<file path="src/hdl/ffgc_pkg.sv">
// Shared types and constants of the formation goto controller
package ffgc_pkg;

	localparam int DATA_W = 36;  // position datapath, Q20 fraction
	localparam int ANG_W  = 30;  // angle datapath, Q24 fraction
	localparam int DEF_CORDIC_STAGES = 16;

	localparam logic signed [ANG_W-1:0] PI_Q24      = ANG_W'(52707179);
	localparam logic signed [ANG_W-1:0] HALF_PI_Q24 = ANG_W'(26353589);
	localparam logic [29:0] K_Q30 = 30'd652032874;
	localparam logic signed [14:0] TURN_LIMIT = 15'sd12868;

	// Register word indices, matched against paddr[3:2]
	localparam logic [1:0] REG_OFFSET_X  = 2'd0;
	localparam logic [1:0] REG_OFFSET_Y  = 2'd1;
	localparam logic [1:0] REG_MAX_SPEED = 2'd2;
	localparam logic [1:0] REG_DEADBAND  = 2'd3;

	localparam logic [ANG_W-1:0] ATAN_Q24 [24] = '{
		ANG_W'(13176795), ANG_W'(7778716), ANG_W'(4110060), ANG_W'(2086331),
		ANG_W'(1047214), ANG_W'(524117), ANG_W'(262123), ANG_W'(131069),
		ANG_W'(65536), ANG_W'(32768), ANG_W'(16384), ANG_W'(8192),
		ANG_W'(4096), ANG_W'(2048), ANG_W'(1024), ANG_W'(512),
		ANG_W'(256), ANG_W'(128), ANG_W'(64), ANG_W'(32),
		ANG_W'(16), ANG_W'(8), ANG_W'(4), ANG_W'(2)
	};

	// One item as it moves down the chain
	typedef struct packed {
		logic signed [DATA_W-1:0] x;
		logic signed [DATA_W-1:0] y;
		logic signed [ANG_W-1:0]  z;
		logic                     zero;
		logic signed [15:0]       lx;
		logic signed [15:0]       ly;
		logic signed [15:0]       fx;
		logic signed [15:0]       fy;
		logic signed [14:0]       fh;
	} item_t;

	// Stage handshake between cells
	typedef struct packed {
		logic en;
		logic valid;
	} stage_ctl_t;

endpackage

</file>
<file path="src/hdl/ffgc_gain_cell.sv">
// Two-stage CORDIC gain correction, x and y times K in Q0.30
module ffgc_gain_cell
	import ffgc_pkg::*;
(
	input  logic       clk,
	input  logic       arst_n,
	input  stage_ctl_t ctl_in,
	input  item_t      item_in,
	output logic       valid_out,
	output item_t      item_out
);

	localparam int LO_W  = 18;
	localparam int HI_W  = DATA_W - LO_W;
	localparam int SUM_W = DATA_W + 32;

	logic [LO_W+29:0]         lo_x, lo_y;
	logic [LO_W+29:0]         lo_x_s1, lo_y_s1;
	logic signed [HI_W-1:0]   hi_x_s1, hi_y_s1;
	item_t                    item_s1;
	logic                     valid_s1;
	logic signed [HI_W+30:0]  p_x, p_y;
	logic signed [SUM_W-1:0]  sum_x, sum_y;
	item_t                    nxt;
	logic                     valid_q;
	item_t                    item_q;

	// Low partial products
	assign lo_x = item_in.x[LO_W-1:0] * K_Q30;
	assign lo_y = item_in.y[LO_W-1:0] * K_Q30;

	always_ff @(posedge clk or negedge arst_n) begin
		if (!arst_n) begin
			valid_s1 <= 1'b0;
			valid_q  <= 1'b0;
		end else if (ctl_in.en) begin
			valid_s1 <= ctl_in.valid;
			valid_q  <= valid_s1;
		end
	end

	always_ff @(posedge clk) begin
		if (ctl_in.en) begin
			lo_x_s1 <= lo_x;
			lo_y_s1 <= lo_y;
			hi_x_s1 <= item_in.x[DATA_W-1:LO_W];
			hi_y_s1 <= item_in.y[DATA_W-1:LO_W];
			item_s1 <= item_in;
			item_q  <= nxt;
		end
	end

	// High partial products, sum, round half up and floor
	always_comb begin
		p_x   = hi_x_s1 * $signed({1'b0, K_Q30});
		p_y   = hi_y_s1 * $signed({1'b0, K_Q30});
		sum_x = (SUM_W'(p_x) <<< LO_W) + SUM_W'($signed({1'b0, lo_x_s1}))
			+ (SUM_W'(1) <<< 29);
		sum_y = (SUM_W'(p_y) <<< LO_W) + SUM_W'($signed({1'b0, lo_y_s1}))
			+ (SUM_W'(1) <<< 29);
		nxt   = item_s1;
		nxt.x = sum_x[DATA_W+29:30];
		nxt.y = sum_y[DATA_W+29:30];
	end

	assign valid_out = valid_q;
	assign item_out  = item_q;

endmodule

</file>
<file path="config.mk">
export PLATFORM = sky130hd
export DESIGN_NAME = ffgc_gain_cell
export DESIGN_NICKNAME = d
export VERILOG_FILES = /design/src/hdl/ffgc_pkg.sv /design/src/hdl/ffgc_gain_cell.sv
export SDC_FILE = /design/constraint.sdc
export NUM_CORES = 2
export LEC_CHECK = 0
export BUFFER_PORTS_ARGS = -buffer_cell sky130_fd_sc_hd__buf_2
export CAP_MARGIN = 0
export CORE_UTILIZATION = 59
export CTS_CLUSTER_SIZE = 28
export DETAILED_ROUTE_END_ITERATION = 8
export GPL_TIMING_DRIVEN = 0
export PLACE_DENSITY = 0.78
export SETUP_SLACK_MARGIN = 0.3
export SLEW_MARGIN = 20
export SYNTH_ARGS = -nofsm -noshare
export SYNTH_HDL_FRONTEND = slang
export SYNTH_SLANG_ARGS = --single-unit
export TNS_END_PERCENT = 100
</file>
<file path="constraint.sdc">
create_clock -name clk -period 17.1 [get_ports clk]
set_input_delay 3.42 -clock clk [delete_from_list [all_inputs] [get_ports clk]]
set_output_delay 3.42 -clock clk [all_outputs]
set_load 0.01 [all_outputs]
</file>
# == Word level (Yosys, flattened, before mapping) ==
# Index checks and enable logic that the tools add are counted.
# word_totals
mem_bits_ro,0
memories,0
in_bits,186
mem_bits_rw,0
latch_bits,0
ff_bits,424
# op_classes
mux,0
n_mul,4
n_lt_le_gt_ge,0
n_eq_ne,0
shift,0
n_reduce_logical,0
n_addsub,4
div,0
n_bitwise,0
# op_table
cell,n
adder 66 x 31 -> 66 bit (second input constant),2
adder 66 x 49 -> 66 bit,2
multiplier 18 x 29 -> 47 bit (second input constant),2
multiplier 18 x 30 -> 47 bit (second input constant),2

# == Logic depth before layout (Yosys ltp) ==
# logic_depth
word_depth,3
depth_mapped,38
mapped_depth_nobuf,37

# == Worst setup path before layout ==
# No wires, ideal clock.
# synth_timing
path_type,input -> register
start,in item_in[155] (netlist bit)
end,reg lo_x_s1[44] (data pin)
stages,20
n_path_buf,0
slack_ns,8.020
t_arrival_ns,8.822
path_cell_list,fa_1 inv_1 fa_1 fa_1 fa_1 fa_1 inv_1 fa_1 ha_1 a21o_1 a21o_1 a21o_1 nor4_1 o21a_1 o31ai_1 a211oi_1 nor2_1 or3_1 a21oi_1 xnor2_1
# synth_via
elab_chain_len,1
# synth_lines
element,line_no,text
"start, declared",ffgc_gain_cell.sv:8,"input item_t item_in,"
multiplier 18 x 29 -> 47 bit,ffgc_gain_cell.sv:29,assign lo_x = item_in.x[LO_W-1:0] * K_Q30;
net lo_x[44],ffgc_gain_cell.sv:17,"logic [LO_W+29:0] lo_x, lo_y;"
"end signal, assigned",ffgc_gain_cell.sv:44,lo_x_s1 <= lo_x;
"end, declared",ffgc_gain_cell.sv:18,"logic [LO_W+29:0] lo_x_s1, lo_y_s1;"
# The timed path passes the listed nets, and every way through them passes these cells.
# A chain may end at the register's enable or synchronous reset.

# == Worst setup path after layout ==
# layout_timing
start,reg hi_y_s1[2]
end,"reg item_q, in the netlist item_out[145] (data pin)"
# layout_via
elab_chain_len,3
# layout_lines
element,line_no,text
"start, declared",ffgc_gain_cell.sv:19,"logic signed [HI_W-1:0] hi_x_s1, hi_y_s1;"
"start signal, assigned",ffgc_gain_cell.sv:47,hi_y_s1 <= item_in.y[DATA_W-1:LO_W];
multiplier 18 x 30 -> 47 bit,ffgc_gain_cell.sv:56,"p_y = hi_y_s1 * $signed({1'b0, K_Q30});"
adder 66 x 49 -> 66 bit,ffgc_gain_cell.sv:59,"sum_y = (SUM_W'(p_y) <<< LO_W) + SUM_W'($signed({1'b0, lo_y_s1}))"
adder 66 x 31 -> 66 bit,ffgc_gain_cell.sv:60,+ (SUM_W'(1) <<< 29);
net sum_y[65],ffgc_gain_cell.sv:23,"logic signed [SUM_W-1:0] sum_x, sum_y;"
"end signal, assigned",ffgc_gain_cell.sv:49,item_q <= nxt;
"end, declared",ffgc_gain_cell.sv:26,item_t item_q;
# The timed path passes the listed nets, and every way through them passes these cells.

==> results.py <==
metrics = {
    "outcome": {
        "status": "finished clean",
    },
    "global_route": {
        "grt_pass1_vias": 34600,
        "grt_busiest_layer": "met2",
        "grt_start_max_net_pins": 105,
        "globalRouteMet2Util": 0.472,
        "grt_use_met3": 0.0357,
        "grt_usage": 0.284,
        "grt-ovfl-total": 0,
        "grt_pass1_wl_um": 188000,
        "grt_use_met1": 0.378,
        "antenna_found_initial": 2,
    },
    "worst_setup_path": {
        "worst-setup-path-type": "reg2reg",
        "worstPathMaxFanout": 8,
        "worstPathArrival_ns": 10.51,
        "cp_common_cell": "ha_1",
        "worst-path-stages": 36,
        "slowest_stage": "edfxtp_1",
        "cp_num_buf_inv": 5,
        "max_stage_delay_ns": 0.62,
        "crit_path_start_kind": "flop",
        "worstReg2RegStart": "hi_y_s1[2]",
        "end_kind": "flop",
        "worstPathRequired_ns": 17.42,
        "critPathTopFamily": "adder cells",
        "reg2regPathDepth": 36,
        "critPathLaunch": "hi_y_s1[2]",
    },
    "synthesis": {
        "synth_common_cells": "inv_1 (1,361), fa_1 (834), ha_1 (803)",
        "ys_async_sr_fraction": 0.00515,
        "synth_compound_area_frac": 0.0607,
        "ys_seq_area_frac": 0.229,
        "synth_edf_count": 386,
        "synth-simple-area-share": 0.0486,
        "syn_inst": 4574,
        "yosys_warnings": 0,
        "ys_ff_latch": 388,
        "synth.area.mux_share": 0.000862,
        "synthXorXnorAreaFrac": 0.0312,
        "synth_cell_types": 76,
        "synth_nets": 6397,
        "synth_top_family_by_area": "adder cells",
        "post-synth-top-count-cell": "inv_1",
        "synth_top_area_cell": "fa_1",
        "synth_flop_cell": "edfxtp_1",
        "yosysTopAreaCellShare": 0.329,
        "syn_avg_cell_area_sq_um": 11.1,
        "synth_area_sq_mm": 0.0508,
        "synth_fa_ha_area_frac": 0.527,
        "yosys-top-cells-area": "fa_1 (33%), edfxtp_1 (23%), ha_1 (20%)",
    },
    "worst_hold_path": {
        "hold_class": "reg2reg",
        "hold_path_startpoint": "item_s1[98]",
        "hold_depth": 0,
    },
    "finish": {
        "nFillCells": 6800,
        "syn_to_final_growth_pct": 9.28,
        "final_layout_size_suffix_gt1_frac": 0.0938,
        "fin_nets": 6814,
        "regArea_sq_mm": 0.0116,
        "multi_input_comb_area_sq_mm": 0.0339,
    },
    "die": {
        "die_area_sq_mm": 0.0873,
        "dieHeight_um": 295,
        "core_region_area_sq_mm": 0.0853,
        "io_pins": 369,
        "dieWidth_um": 295,
        "initial_core_util": 0.596,
        "core.rowCount": 107,
    },
    "clock_network": {
        "clock_latency_ns": 0.58,
        "cts_num_sinks": 388,
        "cts_hold_buf": 0,
        "h-tree-depth": 2,
        "cts_buffer_depth": 3,
        "cts_buffers": 43,
        "cts_tree": "yes",
        "cts_setup_buffers": 0,
        "cts-root-buf": "clkbuf_16",
        "clk_pin_slew_ns": 0.06,
        "cts_resized": 0,
    },
    "detailed_routing": {
        "dr.pass1.iters": 5,
        "post_drt_via_cell_ratio": 5.31,
        "routed_wl_um": 119000,
        "antenna_left": 0,
        "vias": 32700,
        "drcViolationCount": 0,
        "wl_per_cell_um": 19.3,
        "drt_iter0_markers": 1880,
    },
    "sta": {
        "rsz0062_at_grt": "false",
        "worst_pin_slew_ns": 0.794,
        "clock_skew_ns": 0.0220,
        "period_minus_slack_ns": 10.20,
        "finalMaxSlewViolations": 0,
        "setup_viol": 0,
        "post-route-period-util": 0.596,
        "relSlewSlack": 0.469,
        "setup-tns-final_ns": 0,
        "hold_violations": 0,
        "fmax_ghz": 0.0980,
    },
    "placed_design": {
        "portBuffers": 368,
        "dp_hpwl_um": 104000,
        "globalplace.congestion": 1.00,
    },
    "run": {
        "drv_cap": 0,
    },
}
kinds of logic (layout without fill, tap and decap cells):
| kind of cell | count (synthesis) | count (layout) |
|---|---|---|
| other | 0 | 1 |
| xor gates and xnor gates | 181 | 181 |
| adders and majority gates | 1637 | 1637 |
| muxes | 4 | 4 |
| and+or+nand+nor | 498 | 498 |
| AOI/OAI and AO/OA | 475 | 475 |
| buffers and inverters | 1391 | 1838 |
| DFF | 388 | 388 |
sequential cells by signal, summed over array words and instances (netlist names):
register and count:
hi_y_s1 18, item_s1 110, lo_y_s1 29, valid_s1 1, item_out 182, hi_x_s1 18, valid_out 1, lo_x_s1 29
worst paths after layout:
path | end | slack, ns
setup reg to reg | item_out[145] | 6.90
setup / recovery | item_out[145] | 6.90
min in group asynchronous | valid_s1 | 2.62
hold / removal | item_out[98] | 0.42
hold reg to reg | item_out[98] | 0.42
max in group asynchronous | valid_out | 14.39
routing by layer:
metal  wire [um]  vias up
met5           0        -
met4        5700        0
met3        6800      209
met2       56800      994
met1       49400    16200
li1            -    15300
cells in the final DEF (no fill, tap or decap), types with 6 or more instances in the layout:
cell and count:
o21ai_0 75, nor2b_1 30, nor2_1 150, fa_1 834
ha_1 803, and2_1 14, nand3_1 55, o31ai_1 10
and3_1 20, a21o_1 87, clkbuf_16 43, a21oi_1 150
clkinv_2 6, o211ai_1 11, o21bai_1 20, a31oi_1 22
inv_1 1361, buf_2 370, nand2b_1 26, and4_1 6
a21boi_0 6, o21a_1 19, nand2_1 98, nor3_1 30
or2_2 10, xnor2_1 115, clkbuf_1 34, nand4_1 26
edfxtp_1 386, xor2_1 66, a211oi_1 13, or3_1 9
cell type report:
class	count	area share
tap	1144	0.0258
clock inverter	24	0.00367
multi-input combinational	2795	0.611
antenna	1	0.0000451
sequential	388	0.210
timing repair buffer	372	0.0353
clock buffer	51	0.0199
inverter	1361	0.0920
buffer	30	0.00210
metrics by stage:
stage / setup WS (ns) / area [sq um] / instances / util / hold slack [ns]
2_1_floorplan: 8.02 / 50800 / 4574 / - / 0.400
3_3_place_gp: 6.57 / 54100 / 6086 / 0.634 / 0.400
3_5_place_dp: 6.48 / 54200 / 6090 / 0.635 / 0.405
4_1_cts: 6.91 / 55500 / 6165 / 0.651 / 0.416
5_1_grt: 6.28 / 55500 / 6166 / 0.651 / 0.417
6_report: 6.90 / 55500 / 6166 / 0.651 / 0.416
Power is not shown: default switching activity piles up to over one toggle a cycle in this logic, so the estimate is an artifact.
